`config.mk`:
```
export PLATFORM = sky130hd
export DESIGN_NAME = wto_front
export DESIGN_NICKNAME = d
export VERILOG_FILES = /design/src/sv/wto_pkg.sv /design/src/sv/wto_front.sv
export SDC_FILE = /design/constraint.sdc
export NUM_CORES = 1
export LEC_CHECK = 0
export BUFFER_PORTS_ARGS = -buffer_cell sky130_fd_sc_hd__buf_4
export CAP_MARGIN = 25
export CORE_ASPECT_RATIO = 1.5
export CORE_MARGIN = 2
export CORE_UTILIZATION = 45
export CTS_CLUSTER_SIZE = 16
export DETAILED_ROUTE_END_ITERATION = 8
export PLACE_DENSITY = 0.75
export SYNTH_ARGS = -nofsm -noshare
export SYNTH_HDL_FRONTEND = slang
export SYNTH_SLANG_ARGS = --single-unit
```
`constraint.sdc`:
```
create_clock -name clk -period 3.35 [get_ports clk]
set_input_delay 0.1675 -clock clk [delete_from_list [all_inputs] [get_ports clk]]
set_output_delay 0.1675 -clock clk [all_outputs]
set_load 0.01 [all_outputs]
```
`src/sv/wto_pkg.sv`:
```
package wto_pkg;

    localparam int TABLE_DEPTH = 2048;
    localparam int SAMPLE_BITS = 16;
    localparam int ADDR_W      = $clog2(TABLE_DEPTH);
    localparam int SIZE_W      = 12;
    localparam int PHASE_W     = 32;
    localparam int FRAC_W      = 16;

    localparam int QUEUE_DEPTH = 2;
    localparam int QPTR_W      = $clog2(QUEUE_DEPTH);
    localparam int QCNT_W      = $clog2(QUEUE_DEPTH + 1);

    localparam logic [PHASE_W-1:0] FREE_PHASE_LIMIT = 32'd4290672329;

    localparam logic [1:0] CMD_SAMPLE      = 2'd0;
    localparam logic [1:0] CMD_LOAD_A      = 2'd1;
    localparam logic [1:0] CMD_LOAD_B      = 2'd2;
    localparam logic [1:0] CMD_PHASE_RESET = 2'd3;

    localparam logic [1:0] REG_PHASE_INC  = 2'd0;
    localparam logic [1:0] REG_TABLE_SIZE = 2'd1;
    localparam logic [1:0] REG_WAVE_MIX   = 2'd2;

    typedef struct packed {
        logic [PHASE_W-1:0] phase_inc;
        logic [SIZE_W-1:0]  table_size;
        logic [FRAC_W-1:0]  wave_mix;
    } cfg_t;

    typedef struct packed {
        logic [1:0]                    cmd;
        logic [PHASE_W-1:0]            rd_phase;
        logic [ADDR_W-1:0]             addr;
        logic signed [SAMPLE_BITS-1:0] value;
    } q_entry_t;

    typedef struct packed {
        logic full;
        logic empty;
    } q_status_t;

endpackage

```
`src/sv/wto_front.sv`:
```
module wto_front (
    input  logic                  clk,
    input  logic                  rst_n,
    input  logic                  req_valid,
    output logic                  req_stall,
    input  logic [1:0]            command,
    input  logic signed [31:0]    fm_offset,
    input  logic [10:0]           table_addr,
    input  logic signed [15:0]    table_value,
    input  logic [31:0]           start_phase,
    input  logic [31:0]           phase_inc,
    input  wto_pkg::q_status_t    q_status,
    output logic                  q_push,
    output wto_pkg::q_entry_t     q_entry
);
    import wto_pkg::*;

    logic [PHASE_W-1:0] phase_reg;
    logic [PHASE_W-1:0] phase_next;
    logic               accept;

    assign req_stall = q_status.full;
    assign accept    = req_valid && !req_stall;
    assign q_push    = accept && (command != CMD_PHASE_RESET);

    assign q_entry.cmd      = command;
    assign q_entry.rd_phase = phase_reg + PHASE_W'(unsigned'(fm_offset));
    assign q_entry.addr     = table_addr[ADDR_W-1:0];
    assign q_entry.value    = table_value[SAMPLE_BITS-1:0];

    always_comb
    begin
        phase_next = phase_reg;
        if (accept)
        begin
            unique case (command)
                CMD_SAMPLE:
                begin
                    phase_next = phase_reg + phase_inc;
                end
                CMD_PHASE_RESET:
                begin
                    if (start_phase < FREE_PHASE_LIMIT)
                    begin
                        phase_next = start_phase;
                    end
                end
                default:
                begin
                    phase_next = phase_reg;
                end
            endcase
        end
    end

    always_ff @(posedge clk or negedge rst_n)
    begin
        if (!rst_n)
        begin
            phase_reg <= '0;
        end
        else
        begin
            phase_reg <= phase_next;
        end
    end

endmodule

```
==> reports/metrics.csv <==
metric,value,unit
Final Hold Viols,0,
initial antenna violation count,0,
Clock Root Buffer,clkbuf_16,
first-pass GRT wire length,24.5,mm
vias in the first global route,5324,
Worst Skew,6.34,ps
"Power, Total",0.00627,W
P&R area growth vs syn,26.4,%
clock edge transition at the registers on the reported setup and hold paths,60,ps
Avg WL per Cell,17.8,µm
pre-CTS WS,129,ps
DP HPWL,12.9,mm
iteration-0 DRC count of the detailed router,227,
"EDFF count, synth",0,
Placed Area,5880,µm²
Tightest Pin Transition,740,ps
Hold WC Path Type,in2reg,
FILL cells,1016,
fin crit share,96.7,%
Congestion Overflow GR,0,
Peak VDD IR,588,µV
H-tree levels,2,
Std-Cell Rows,46,
largest net degree at the start of global routing,34,
ys flop type,dfrtp_1,
WL final,16.0,mm
vias,5325,
yosys warns,0,
Synth Instances,642,
CTS Sinks,32,
CP Max Fanout,6,
worst path required time,3180,ps
"Async S/R FF share, synth",100,%
PnR worst setup slack,111,ps
leakage power,2.87,nW
CP endpoint kind,output port,
"Cell Area, Synth",4900,µm²
count of different cell masters after synthesis,64,
worst-case clock buffer depth,2,
n_diodes,0,
register bit total from synthesis,32,
CP arrival,3070,ps
CP max stage delay,430,ps
DRT antenna net count,0,
Worst path top cell family by delay,compound AO/OA/AOI/OAI gates,
Top Ports,193,
FMAX,309,MHz
drt first pass iters,7,
syn_nets,836,
"Clk Latency, worst-skew pair",280,ps
count of pins over their slew limit,0,
NumNets Final,947,
GP Congestion,0.908,
Die Span Y,132,µm
initial core utilization,46.3,%
design area,6190,µm²
syn avg cell area,7.63,µm²
max FFs per register,32,
Power Dens Cells,1010,nW/µm²
Slew HR,50.5,%
CP Class,reg2out,
Port Buf Inserts,137,
share of the yosys chip area belonging to registers,16.3,%
maxcap violations,0,
post-DR vias/cell,5.93,
layout cells sized above 1,24.9,%
"Critical Path, Cell by Cell","ha_1, a2111oi_4, o21a_1, nor3_2, a221o_1, a41o_4, a22o_4, o21a_1, nor2_2, xnor2_1, buf_4",
kind of start point of the critical path,flip-flop,
die area,11800,µm²
fin crit period,3240,ps
DRC violations left,0,
CTS Buf Count,5,
die width,89.2,µm
WP buf/inv,1,
final setup violation count,0,
register area,802,µm²
Core ar.,10600,µm²
slowest CP cell,dfrtp_1,
CTS tree,yes,
footprint of the multi-input gates,3890,µm²
status,finished clean,
Crit path top cell by count,o21a_1,
Overall Global Routing Usage,26.2,%
## cells by family after synthesis
family,Yosys count,share of synthesized area (%)
mux,6,1.33
fa+ha+maj,64,16.7
buf+inv,56,6.67
compound gates,232,30.6
flops,32,16.3
simple gates,199,19.0
xor+xnor,53,9.48
## area by class of cell
type	instances	share of cell area, %
Multi-Input combinational cell	554	62.9
Clock inverter	1	0.121
Sequential cell	32	13.0
Tap cell	144	2.91
Clock buffer	7	2.30
Inverter	10	0.606
Timing Repair Buffer	150	18.2
## path summary, 6_finish.rpt
kind                            cells after the start             from       endpoint  slack, ps
worst max-delay path                               11     phase_reg[5]    q_entry[50]        110
worst max register to register                     11     phase_reg[0]  phase_reg[30]        190
worst min register to register                      1    phase_reg[23]  phase_reg[23]        550
max in group asynchronous                           2            rst_n   phase_reg[6]       2630
worst min-delay path                                3  start_phase[30]  phase_reg[30]        140
min in group asynchronous                           2            rst_n   phase_reg[7]        390
## synth_stat cells (all sizes together) (3+ instances only)
master | n | share of area [%]
a2111oi | 3 | 0.66
a211oi | 6 | 0.92
a21o | 32 | 4.9
a21oi | 80 | 8.2
a221oi | 3 | 0.79
a31oi | 19 | 2.4
and2 | 5 | 0.64
and3 | 10 | 1.3
buf | 36 | 5.1
clkbuf | 10 | 0.77
dfrtp | 32 | 16
ha | 62 | 16
inv | 10 | 0.77
mux2 | 4 | 0.92
nand2 | 59 | 4.5
nand2b | 6 | 0.77
nand3 | 15 | 1.5
nand4 | 7 | 0.89
nor2 | 67 | 5.2
nor2b | 6 | 0.77
nor3 | 12 | 1.4
o211ai | 4 | 0.61
o21a | 11 | 1.7
o21ai | 33 | 3.4
o21bai | 13 | 2.0
o22ai | 3 | 0.38
o31ai | 3 | 0.56
xnor2 | 29 | 5.2
xor2 | 24 | 4.3
## repair_timing
action | in CTS | in global routing
resized for setup | 5 | 16
setup endpoints to repair | 8 | 12
hold buffers | 1 | 0
buffers inserted | 1 | 4
pin swaps | 5 | 7
hold endpoints to repair | 32 | 0
## layout by cell type (no fill, tap or decap), types with 24 or more instances in the layout
master | Yosys | routed
buf_4 | 30 | 149
a21oi_1 | 80 | 79
xnor2_1 | 29 | 29
o21ai_0 | 28 | 27
nor2_1 | 65 | 65
dfrtp_1 | 32 | 31
xor2_1 | 24 | 24
nand2_1 | 59 | 59
a21o_1 | 32 | 32
ha_1 | 62 | 59
## metrics by stage
step	util, %	instances	hold slack (ps)	setup TNS (ps)
after global routing	58.5	898	161	-20.2
after floorplan	-	642	-128	0
final	58.5	898	135	0
after global placement	55.5	884	139	0
after CTS	57.3	894	136	0
after detailed placement	55.5	884	146	0
## metal layers
metal,routed length (µm),track usage [%],vias to the layer above
met5,0,0,-
met4,981,14.5,0
met3,1090,4.07,54
met2,7960,46.6,244
met1,5930,28.3,2461
li1,-,-,2566
## worst register-to-register path, stage by stage (launching register included)
cell      delay (ps)
dfrtp_1          400
ha_1             220
fa_1             420
a21oi_1          250
o22ai_1          170
o41ai_2          320
o21ai_1          180
a221oi_2         310
o21ai_1          160
a31oi_2          290
mux2i_1          220
nand3_1           90
## report_power, final
part	leakage, nW	switching (W)	internal (W)	total [W]
clock network	0.0701	0.000173	0.000296	0.000469
registers	0.359	0.000281	0.000572	0.000852
logic	2.44	0.00263	0.00232	0.00495
total	2.87	0.00308	0.00319	0.00627
(Power assumes the default switching activity.)
