**src/sv/wto_pkg.sv**
```systemverilog
package wto_pkg;

    localparam int TABLE_DEPTH = 2048;
    localparam int SAMPLE_BITS = 16;
    localparam int ADDR_W      = $clog2(TABLE_DEPTH);
    localparam int SIZE_W      = 12;
    localparam int PHASE_W     = 32;
    localparam int FRAC_W      = 16;

    localparam int QUEUE_DEPTH = 2;
    localparam int QPTR_W      = $clog2(QUEUE_DEPTH);
    localparam int QCNT_W      = $clog2(QUEUE_DEPTH + 1);

    localparam logic [PHASE_W-1:0] FREE_PHASE_LIMIT = 32'd4290672329;

    localparam logic [1:0] CMD_SAMPLE      = 2'd0;
    localparam logic [1:0] CMD_LOAD_A      = 2'd1;
    localparam logic [1:0] CMD_LOAD_B      = 2'd2;
    localparam logic [1:0] CMD_PHASE_RESET = 2'd3;

    localparam logic [1:0] REG_PHASE_INC  = 2'd0;
    localparam logic [1:0] REG_TABLE_SIZE = 2'd1;
    localparam logic [1:0] REG_WAVE_MIX   = 2'd2;

    typedef struct packed {
        logic [PHASE_W-1:0] phase_inc;
        logic [SIZE_W-1:0]  table_size;
        logic [FRAC_W-1:0]  wave_mix;
    } cfg_t;

    typedef struct packed {
        logic [1:0]                    cmd;
        logic [PHASE_W-1:0]            rd_phase;
        logic [ADDR_W-1:0]             addr;
        logic signed [SAMPLE_BITS-1:0] value;
    } q_entry_t;

    typedef struct packed {
        logic full;
        logic empty;
    } q_status_t;

endpackage

```
**src/sv/wto_queue.sv**
```systemverilog
module wto_queue (
    input  logic               clk,
    input  logic               rst_n,
    input  logic               push,
    input  wto_pkg::q_entry_t  push_data,
    input  logic               pop,
    output wto_pkg::q_entry_t  pop_data,
    output wto_pkg::q_status_t status
);
    import wto_pkg::*;

    q_entry_t          entry_reg [QUEUE_DEPTH];
    logic [QPTR_W-1:0] wr_ptr_reg;
    logic [QPTR_W-1:0] wr_ptr_next;
    logic [QPTR_W-1:0] rd_ptr_reg;
    logic [QPTR_W-1:0] rd_ptr_next;
    logic [QCNT_W-1:0] count_reg;
    logic [QCNT_W-1:0] count_next;

    assign status.full  = (count_reg == QCNT_W'(QUEUE_DEPTH));
    assign status.empty = (count_reg == '0);
    assign pop_data     = entry_reg[rd_ptr_reg];

    always_comb
    begin
        wr_ptr_next = push ? wr_ptr_reg + 1'b1 : wr_ptr_reg;
        rd_ptr_next = pop ? rd_ptr_reg + 1'b1 : rd_ptr_reg;
        count_next  = count_reg;
        if (push && !pop)
        begin
            count_next = count_reg + 1'b1;
        end
        else if (pop && !push)
        begin
            count_next = count_reg - 1'b1;
        end
    end

    always_ff @(posedge clk or negedge rst_n)
    begin
        if (!rst_n)
        begin
            wr_ptr_reg <= '0;
            rd_ptr_reg <= '0;
            count_reg  <= '0;
        end
        else
        begin
            wr_ptr_reg <= wr_ptr_next;
            rd_ptr_reg <= rd_ptr_next;
            count_reg  <= count_next;
        end
    end

    always_ff @(posedge clk)
    begin
        if (push)
        begin
            entry_reg[wr_ptr_reg] <= push_data;
        end
    end

endmodule

```
**config.mk**
```make
export PLATFORM = sky130hd
export DESIGN_NAME = wto_queue
export DESIGN_NICKNAME = d
export VERILOG_FILES = /design/src/sv/wto_pkg.sv /design/src/sv/wto_queue.sv
export SDC_FILE = /design/constraint.sdc
export NUM_CORES = 1
export LEC_CHECK = 0
export BUFFER_PORTS_ARGS = -buffer_cell sky130_fd_sc_hd__buf_4
export CORE_ASPECT_RATIO = 1.2
export CORE_MARGIN = 2
export CORE_UTILIZATION = 45
export DETAILED_ROUTE_END_ITERATION = 10
export PLACE_DENSITY = 0.8
export SLEW_MARGIN = 20
export SYNTH_ARGS = -nofsm -noshare
export SYNTH_HDL_FRONTEND = slang
export SYNTH_SLANG_ARGS = --single-unit
```
**constraint.sdc**
```tcl
create_clock -name clk -period 5.15 [get_ports clk]
set_clock_uncertainty 0.05 [all_clocks]
set_input_delay 0.515 -clock clk [delete_from_list [all_inputs] [get_ports clk]]
set_output_delay 0.515 -clock clk [all_outputs]
set_load 0.005 [all_outputs]
```
==> results of run 1 <==
cell families after synthesis:
logic type | after synthesis | synth area share (%)
xor gates and xnor gates | 5 | 0.8956
adders and majority gates | 1 | 0.2558
buffers and inverters | 8 | 2.764
DFF | 126 | 76.97
muxes | 61 | 18.58
and+or+nand+nor | 5 | 0.5375
cells in the final DEF, fill, tap and decap left out, drive strengths merged:
cell type / count
xnor2: 1
clkinvlp: 1
mux2: 61
dfrtp: 4
clkbuf: 20
bufinv: 2
dlygate4sd3: 1
inv: 1
xor2: 4
nor2b: 2
edfxtp: 122
ha: 1
buf: 130
clkinv: 7
and2: 1
nor2: 2
worst max-delay path by stage:
stage                            from                   endpoint  slack [ns]
2_1_floorplan                    push  entry_reg[0][0]$_DFFE_PP_        1.41
3_3_place_gp   rd_ptr_reg$_DFFE_PN0P_               pop_data[40]        2.83
3_5_place_dp   rd_ptr_reg$_DFFE_PN0P_               pop_data[41]        2.81
4_1_cts        rd_ptr_reg$_DFFE_PN0P_               pop_data[41]        2.37
5_1_grt        rd_ptr_reg$_DFFE_PN0P_               pop_data[15]        2.52
6_report       rd_ptr_reg$_DFFE_PN0P_               pop_data[34]        2.62
per-stage QoR:
stage / utilization (%) / hold slack (ns) / worst slack [ns] / instances / total power, mW
finish: 61.26 / 0.2424 / 2.616 / 489 / 3.576
global route: 61.26 / 0.2206 / 2.518 / 489 / 3.744
CTS: 61.00 / 0.2205 / 2.365 / 488 / 3.619
detailed placement: 55.84 / 0.2641 / 2.815 / 457 / 2.533
global placement: 55.84 / 0.2615 / 2.828 / 457 / 2.508
floorplan: - / 0.1694 / 1.411 / 206 / 2.165
power groups by stage:
stage	clock network (mW)	logic (mW)	registers, mW
5_1_grt	1.15	1.09	1.50
4_1_cts	1.10	0.961	1.56
2_1_floorplan	0	0.726	1.44
3_3_place_gp	0	0.947	1.56
6_report	1.07	1.02	1.48
3_5_place_dp	0	0.957	1.58
layout make-up:
type                            count  share of cell area [%]
Tap cell                          129                   2.493
Timing Repair Buffer              131                   15.54
Inverter                            1                 0.05798
Clock buffer                       20                   6.745
Sequential cell                   126                   58.19
Clock inverter                     10                   1.527
Multi-Input combinational cell     72                   15.44
repair_timing:
item                      CTS  global route
hold endpoints to repair    4             0
hold buffers                1             0
buffers inserted            0             0
routing by layer:
metal	track usage [%]	vias to the layer above	routed length, um
li1	-	1095	-
met5	0	-	0
met1	15.43	1158	3018
met3	6.505	19	529
met2	23.31	86	4277
met4	7.877	0	185
==> results by group, run 1 <==
Logic synthesis
  • Avg Cell Area, Syn: 23.74 sq um
  • Distinct cell type count of the synthesized netlist: 13
  • Syn nets: 272
  • Synthesized cell area: 4890 sq um
  • Post-synth EDFFs: 122
  • #FFs+latches synth: 126
  • Share of Yosys cell area claimed by the top area cell type: 74.92%
  • Top_reg_cell synth: edfxtp_1
  • FFs w/ async S/R, synth: 3.175%
  • Synth cell count leaders: 122 x edfxtp_1, 59 x mux2_4, 6 x buf_12, 4 x dfrtp_1, 4 x xor2_1
  • Sequential element share of the synthesized area: 76.97%
  • Post-synth top area cell: edfxtp_1
  • Most frequent cell after synthesis: edfxtp_1
  • Most area-consuming cells after synthesis: edfxtp_1 75%, mux2_4 18%, buf_12 2.5%
  • Synth warn: 0
  • Cells after synthesis: 206

CTS
  • CTS tree: done
  • Root buffer cell: clkbuf_16
  • Quantity of gates resized following cts: 0
  • Skew-Pair Late Insertion Delay: 0.40 ns
  • Clock buffer depth: 2
  • Htree depth: 4
  • Number of buffers created by CTS: 17
  • Clk sinks: 126
  • CTS clk-pin slew, worst paths: 0.05 ns

Timing
  • F_max: 394.6 MHz
  • Total negative setup slack: 0 ns
  • RSZ-0062 raised after global routing: no
  • Fin crit period: 2.534 ns
  • Hold Fails Final Rpt: 0
  • Final Max Tran Viols: 0
  • Fin crit share: 49.21%
  • Setup Viol. Count Final: 0
  • Actual slew at the worst max-slew pin: 0.7170 ns
  • Slew headroom: 52.10%

Worst setup path
  • Buffers & Inverters on Critical Path: 2
  • Worst r2r src: wr_ptr_reg$_DFFE_PN0P_
  • Worst R2R Setup Slack: 3.12 ns
  • Arr. time, crit path: 1.97 ns
  • Crit path largest cell delay: 0.74 ns
  • CP top delay family: flip-flops
  • Crit-path cells: buf_16 -> mux2_4 -> buf_4
  • Cell count of the worst reg-to-reg path: 2
  • Critical path's slowest cell: dfrtp_4
  • R2r endpoint: entry_reg[1][35]$_DFFE_PP_
  • Critical path data required time: 4.59 ns
  • Levels on crit path: 3
  • Setup crit end kind: output pin
  • CP Launch Type: flip-flop
  • Crit path kind: reg2out
  • Crit-path max FO: 37

Die
  • I/O pins: 128
  • Row cnt: 41
  • DIE HEIGHT: 118.2 um
  • Die ar.: 11720 sq um
  • CORE AREA: 10570 sq um
  • Die W: 99.16 um
  • Starting density of the core: 46.27%

Placed design
  • Detail Placement HPWL: 5069 um
  • Port bufs: 127
  • Placed Area: 5901 sq um
  • Routability cong.: 0.6699

Layout
  • Final instance area: 6474 sq um
  • Largest register FFs: 122
  • Share of layout cells above drive strength 1: 60.56%
  • Area occupied by multi-input gates: 999.7 sq um
  • Final net count: 415
  • FF/Latch Area: 3767 sq um
  • Antenna cells: 0
  • Area delta synth->final: 32.40%
  • Fillers: 767

Min path
  • WHS Path Cells: 2
  • Worst hold start: pop
  • Min-Delay Endpoint: rd_ptr_reg$_DFFE_PN0P_
  • Min-delay worst type: in2reg

Routing
  • Drt first-iter violations: 125
  • Vias: 2358
  • Antenna viol nets, final: 0
  • 1st-pass router iterations: 6
  • Final WL: 8010 um
  • DRC Markers: 0
  • Avg WL per Cell: 16.38 um
  • Vias per inst: 4.822

Global route
  • Grt total ovfl: 0
  • Largest net degree at the start of global routing: 63
  • Vias in the first global route: 2451
  • First-pass GRT wire length: 12350 um
  • Antenna violations before repair: 0
  • All-layer global routing usage: 14.34%

Power and ir drop
  • Leak pwr: 2.633 nW
  • Sw frac: 24.17%
  • Internal: 2.711 mW
  • Pwr dens: 552.3 nW/um^2
  • Sw Pwr: 0.8643 mW
  • Combinational share of power: 28.6%
  • Reg power frac: 41.4%
  • Clock power frac: 30.0%
  • Max VDD drop: 0.3783 mV

Run
  • Max-Cap Viols: 0

Outcome
  • Outcome: finished clean
No activity file was read; power rests on OpenSTA's default activity.
==> inputs of run 2 (changes only) <==
==> constraint.sdc (replaced) <==
create_clock -name clk -period 2.4 [get_ports clk]
set_clock_uncertainty 0.05 [all_clocks]
set_input_delay 0.24 -clock clk [delete_from_list [all_inputs] [get_ports clk]]
set_output_delay 0.24 -clock clk [all_outputs]
set_load 0.005 [all_outputs]
==> run 2 against run 1 <==
Compared with the run above:
- core utilization increased by 6.4 points
- critical endpoint is now pop_data[19]
- clock-buffer cell count increased by 4
- sequential power increased by 110%
- cell area increased by 10%
==> results by group, run 2 (synthesized netlist as in run 1, its figures left out) <==
Timing
  • RSZ-0062 raised after global routing: no
  • Worst hold-check slack: 0.1492 ns (-0.09327 ns)
  • Setup Viol. Count Final: 0 (unchanged)
  • Slew headroom: 61.70% (+9.6 points)
  • Final Max Tran Viols: 0 (unchanged)
  • Fin crit period: 2.003 ns
  • Actual slew at the worst max-slew pin: 0.5744 ns (-0.1426 ns)
  • F_max: 499.3 MHz
  • Hold Fails Final Rpt: 0 (unchanged)
  • Fin crit share: 83.45%
  • Total negative setup slack: 0 ns (unchanged)

Layout
  • Commonest non-fill, non-tap cell in the layout: buf_4
  • Area delta synth->final: 46.19%
  • Largest register FFs: 122 (unchanged)
  • Antenna cells: 0 (unchanged)
  • Final net count: 482 (+16%)
  • Share of layout cells above drive strength 1: 52.21% (-8.3 points)
  • Most frequent cells in the layout: 131 x buf_4, 122 x edfxtp_1, 64 x dlygate4sd3_1, 59 x mux2_4, 17 x clkbuf_16

Routing
  • Avg WL per Cell: 15.16 um (-7.5%)
  • Drt first-iter violations: 75 (-40%)
  • Vias: 2608 (+11%)
  • DRC Markers: 0 (unchanged)
  • Vias per inst: 4.674 (-3.1%)
  • Antenna viol nets, final: 0 (unchanged)
  • 1st-pass router iterations: 5 (-1)
  • Final WL: 8457 um (+5.6%)

Global route
  • Grt total ovfl: 0 (unchanged)
  • First-pass GRT wire length: 13450 um (+8.9%)
  • Antenna violations before repair: 0 (unchanged)
  • All-layer global routing usage: 15.11% (+0.77 points)
  • Largest net degree at the start of global routing: 38 (-40%)
  • Vias in the first global route: 2776 (+13%)

Power and ir drop
  • Leak pwr: 2.916 nW (+11%)
  • Sw Pwr: 1.886 mW (+120%)
  • Clock power frac: 28.9% (-1.1 points)
  • Internal: 5.871 mW (+120%)
  • Reg power frac: 40.0% (-1.4 points)
  • Pwr dens: 1085 nW/um^2 (+96%)
  • Sw frac: 24.31% (+0.14 points)
  • Combinational share of power: 31.1% (+2.5 points)
  • Max VDD drop: 0.6108 mV (+61%)

CTS
  • Clk sinks: 126 (unchanged)
  • Clock buffer depth: 2 (unchanged)
  • CTS tree: done
  • Quantity of gates resized following cts: 0 (unchanged)
  • CTS clk-pin slew, worst paths: 0.05 ns (about the same)
  • Post-CTS setup buffer count: 0 (unchanged)
  • Skew-Pair Late Insertion Delay: 0.38 ns (-0.02 ns)
  • Root buffer cell: clkbuf_16
  • Htree depth: 4 (unchanged)
  • Number of buffers created by CTS: 17 (unchanged)

Worst setup path
  • Crit path kind: reg2out
  • CP Launch Type: flip-flop
  • Setup crit end kind: output pin
  • Critical path data required time: 2.11 ns (-2.48 ns)
  • Crit-path max FO: 33 (-11%)
  • CP top delay family: flip-flops
  • R2r endpoint: entry_reg[1][19]$_DFFE_PP_
  • Critical path's slowest cell: dfrtp_4
  • Worst r2r src: wr_ptr_reg$_DFFE_PN0P_
  • Crit path largest cell delay: 0.54 ns (-0.20 ns)
  • Crit-path cells: buf_12 -> mux2_4 -> buf_4
  • Cell count of the worst reg-to-reg path: 2 (unchanged)
  • Buffers & Inverters on Critical Path: 2 (unchanged)
  • Arr. time, crit path: 1.71 ns (-0.26 ns)
  • Levels on crit path: 3 (unchanged)
  • Worst R2R Setup Slack: 0.82 ns (-2.30 ns)

Die
  • Die ar.: 11720 sq um (unchanged)
  • DIE HEIGHT: 118.2 um (unchanged)
  • Starting density of the core: 46.27% (unchanged)
  • Row cnt: 41 (unchanged)
  • I/O pins: 128 (unchanged)
  • Die W: 99.16 um (unchanged)
  • CORE AREA: 10570 sq um (unchanged)

Run
  • Max-Cap Viols: 0 (unchanged)

Outcome
  • Outcome: finished clean

Placed design
  • Routability cong.: 0.6719 (+0.30%)
  • Detail Placement HPWL: 5254 um (+3.6%)
  • Port bufs: 127 (unchanged)

Min path
  • Min-delay worst type: in2async
==> run 2: cell types whose count changed in the layout (fill, tap and decap cells not counted) <==
cell | previous run | this run
dlygate4sd3_1 | 1 | 64
buf_12 | 0 | 3
clkbuf_8 | 0 | 1
buf_16 | 1 | 0
bufinv_16 | 2 | 1
clkinv_2 | 4 | 5
buf_4 | 129 | 131
clkinvlp_4 | 1 | 2
clkinv_1 | 3 | 0
clkbuf_1 | 3 | 6
==> run 2: through the flow <==
step                      setup slack, ns  area (sq um)  total power, mW  util, %  instances
after floorplan                   0.05903          4897            4.635        -        206
after global placement             0.7957          5976            5.458    56.55        462
after detailed placement           0.7856          5976            5.507    56.55        462
after CTS                          0.3570          7148            7.855    67.64        558
after global routing               0.3056          7148            8.137    67.64        558
final                              0.3971          7148            7.757    67.64        558
==> run 2: how the worst max path moves through the flow <==
stage	startpoint	end	slack [ns]
after floorplan	wr_ptr_reg$_DFFE_PN0P_	entry_reg[1][0]$_DFFE_PP_	0.06
after global placement	rd_ptr_reg$_DFFE_PN0P_	pop_data[29]	0.80
after detailed placement	rd_ptr_reg$_DFFE_PN0P_	pop_data[15]	0.79
after CTS	rd_ptr_reg$_DFFE_PN0P_	pop_data[15]	0.36
after global routing	rd_ptr_reg$_DFFE_PN0P_	pop_data[15]	0.31
final	rd_ptr_reg$_DFFE_PN0P_	pop_data[19]	0.40
==> run 2: metal layers <==
| metal | routed length (um) | global-route usage, % | vias to the layer above |
|---|---|---|---|
| met5 | 0 | 0 | - |
| met4 | 94 | 5.736 | 0 |
| met3 | 486 | 5.618 | 9 |
| met2 | 4486 | 25.63 | 87 |
| met1 | 3389 | 17.30 | 1281 |
| li1 | - | - | 1231 |
==> run 2: area by class of cell <==
type	instances	area, sq um
tap	129	161.4
multi-input combinational	72	999.7
clock inverter	8	70.07
sequential	126	3767
clock buffer	24	461.7
fill	693	3420
timing repair buffer	198	1684
inverter	1	3.754
==> run 2: repair_timing <==
| item | in CTS | in global routing |
|---|---|---|
| endpoints found under the hold margin | 128 | 0 |
| setup endpoints to repair | 0 | 0 |
| hold buffers | 64 | 0 |
==> run 2: power by group through the flow <==
stage,registers [mW],clock network [mW],logic (mW)
2_1_floorplan,3.07,0,1.56
3_3_place_gp,3.12,0,2.34
3_5_place_dp,3.15,0,2.36
4_1_cts,3.11,2.30,2.45
5_1_grt,3.14,2.41,2.58
6_report,3.10,2.24,2.41
==> inputs of run 3 (changes only) <==
--- a/config.mk
+++ b/config.mk
@@ -10,7 +10,7 @@
 export CORE_MARGIN = 2
 export CORE_UTILIZATION = 45
 export DETAILED_ROUTE_END_ITERATION = 10
-export PLACE_DENSITY = 0.8
+export PLACE_DENSITY = 0.82
 export SLEW_MARGIN = 20
 export SYNTH_ARGS = -nofsm -noshare
 export SYNTH_HDL_FRONTEND = slang
==> constraint.sdc (replaced) <==
create_clock -name clk -period 1.7 [get_ports clk]
set_clock_uncertainty 0.05 [all_clocks]
set_input_delay 0.17 -clock clk [delete_from_list [all_inputs] [get_ports clk]]
set_output_delay 0.17 -clock clk [all_outputs]
set_load 0.005 [all_outputs]
==> run 3 against run 2 <==
Compared with the run above:
- the run now ends with setup timing left
- worst hold slack lost 0.096 ns
- die area unchanged
- critical path depth increased by 1
- clock-buffer cell count decreased by 6
- setup slack got worse by 0.56 ns
- first-iteration DRC count up 68%
- final cell count increased by 0.36%
- total power is 55% higher
- sequential power grew 40%
- via count is 1.6% higher
- critical endpoint is now pop_data[10]
- largest cell class unchanged
- largest power group unchanged
==> results by group, run 3 (synthesized netlist as in run 1, its figures left out) <==
Outcome
  • Outcome: finished, violations left
  • Failing checks: setup timing

Timing
  • Fin crit period: 1.860 ns
  • F_max: 537.8 MHz
  • Fin crit share: 109.4%
  • Final Max Tran Viols: 0 (unchanged)
  • Slew headroom: 80.90% (+19 points)
  • Total negative setup slack: -8.056 ns (-8.056 ns)
  • Setup Viol. Count Final: 61 (+61)
  • Hold Fails Final Rpt: 0 (unchanged)
  • RSZ-0062 raised after global routing: yes
  • Worst hold-check slack: 0.05348 ns (-0.09569 ns)
  • Actual slew at the worst max-slew pin: 0.2866 ns (-0.2879 ns)
  • Final worst slack: -0.1595 ns (-0.5566 ns)

Worst setup path
  • Arr. time, crit path: 1.64 ns (-0.07 ns)
  • Crit path kind: reg2out
  • Critical path data required time: 1.48 ns (-0.63 ns)
  • CP Launch Type: flip-flop
  • Setup crit end kind: output pin
  • Worst R2R Setup Slack: 0.41 ns (-0.41 ns)
  • Cell count of the worst reg-to-reg path: 2 (unchanged)
  • Crit-path max FO: 12 (-64%)

Global route
  • Largest net degree at the start of global routing: 46 (+21%)
  • Antenna violations before repair: 1 (+1)
  • Grt total ovfl: 0 (unchanged)
  • All-layer global routing usage: 16.69% (+1.6 points)
  • First-pass GRT wire length: 14630 um (+8.8%)
  • Vias in the first global route: 2879 (+3.7%)

Die
  • CORE AREA: 10570 sq um (unchanged)
  • Starting density of the core: 46.27% (unchanged)
  • Die ar.: 11720 sq um (unchanged)
  • DIE HEIGHT: 118.2 um (unchanged)
  • Die W: 99.16 um (unchanged)
  • Row cnt: 41 (unchanged)
  • I/O pins: 128 (unchanged)

CTS
  • Clk sinks: 126 (unchanged)
  • CTS clk-pin slew, worst paths: 0.06 ns (about the same)
  • Skew-Pair Late Insertion Delay: 0.39 ns (about the same)
  • Htree depth: 4 (unchanged)
  • Number of buffers created by CTS: 17 (unchanged)
  • CTS tree: done
  • Root buffer cell: clkbuf_16
  • Clock buffer depth: 2 (unchanged)

Layout
  • Most frequent cells in the layout: 122 x edfxtp_1, 69 x buf_4, 64 x dlygate4sd3_1, 60 x mux2_4, 60 x buf_6
  • Finished Layout Cells: 560 (+0.36%)
  • Commonest non-fill, non-tap cell in the layout: edfxtp_1
  • Largest register FFs: 122 (unchanged)
  • Area delta synth->final: 53.12%
  • Fin util: 70.85% (+3.2 points)
  • Final net count: 483 (+0.21%)
  • Share of layout cells above drive strength 1: 52.56% (+0.34 points)

Min path
  • Min-delay worst type: in2async

Run
  • Max-Cap Viols: 0 (unchanged)

Power and ir drop
  • Pwr dens: 1603 nW/um^2 (+48%)
  • Leak pwr: 3.046 nW (+4.5%)
  • Max VDD drop: 1.020 mV (+67%)

Routing
  • Vias: 2649 (+1.6%)
  • 1st-pass router iterations: 4 (-1)
  • Final WL: 9532 um (+13%)
  • Vias per inst: 4.730 (+1.2%)
  • DRC Markers: 0 (unchanged)
  • Drt first-iter violations: 126 (+68%)
  • Antenna viol nets, final: 0 (unchanged)
  • Avg WL per Cell: 17.02 um (+12%)

Placed design
  • Port bufs: 127 (unchanged)
  • Worst slack at placement: 0.2377 ns (-0.5479 ns)
  • Routability cong.: 0.6698 (-0.31%)
  • DP Cell Count: 461 (-0.22%)
  • Detail Placement HPWL: 5206 um (-0.92%)
run 3: cell count changes in the layout (fill, tap and decap cells not counted), moves of 2 or more:
cell | before | now
bufinv_16 | 1 | 3
buf_16 | 0 | 2
clkinv_4 | 0 | 2
clkbuf_1 | 6 | 1
buf_6 | 0 | 60
clkinv_1 | 0 | 4
buf_4 | 131 | 69
run 3: power breakdown:
| part | internal, mW | switching [mW] |
|---|---|---|
| Combinational | 2.63 | 1.53 |
| Sequential | 4.14 | 0.203 |
| Clock | 2.27 | 1.22 |
run 3: cell type report:
| cell class | instances | area [sq um] |
|---|---|---|
| sequential | 126 | 3767 |
| fill | 644 | 3080 |
| timing repair buffer | 199 | 1969 |
| multi-input combinational | 72 | 1003 |
| clock buffer | 18 | 429.2 |
| tap | 129 | 161.4 |
| clock inverter | 14 | 150.1 |
| inverter | 1 | 3.754 |
| antenna | 1 | 2.502 |
run 3: routing by layer:
metal / wire (um) / vias to the layer above / global-route usage [%]
met1: 3629 / 1306 / 17.59
li1: - / 1238 / -
met4: 122 / 0 / 6.678
met3: 492 / 10 / 5.322
met5: 0 / - / 0
met2: 5288 / 95 / 30.36
run 3: per-stage QoR:
stage	instance area [sq um]	power, mW
floorplan	4898	6.534
global placement	5981	7.724
detailed placement	5981	7.797
CTS	7481	12.06
global route	7487	12.48
finish	7487	12.00
run 3: final timing paths:
check | start | endpoint
worst max register to register | wr_ptr_reg$_DFFE_PN0P_ | entry_reg[1][30]$_DFFE_PP_
worst min register to register | count_reg[1]$_DFFE_PN0P_ | count_reg[1]$_DFFE_PN0P_
worst min-delay path | rst_n | rd_ptr_reg$_DFFE_PN0P_
min in group clk | pop | rd_ptr_reg$_DFFE_PN0P_
max in group asynchronous | rst_n | rd_ptr_reg$_DFFE_PN0P_
worst max-delay path | rd_ptr_reg$_DFFE_PN0P_ | pop_data[10]
run 3: worst max-delay path: stages (launching register included):
cell and delay, ns:
dfrtp_4 0.51, buf_12 0.15, buf_16 0.15, mux2_4 0.31, buf_6 0.12
run 3: what timing repair did:
action / 4_1_cts / 5_1_grt
resized for setup: 62 / 1
endpoints found under the setup margin: 61 / 61
gates cloned: 1 / 0
buffers inserted: 1 / 0
hold endpoints to repair: 128 / 0
hold buffers: 64 / 0
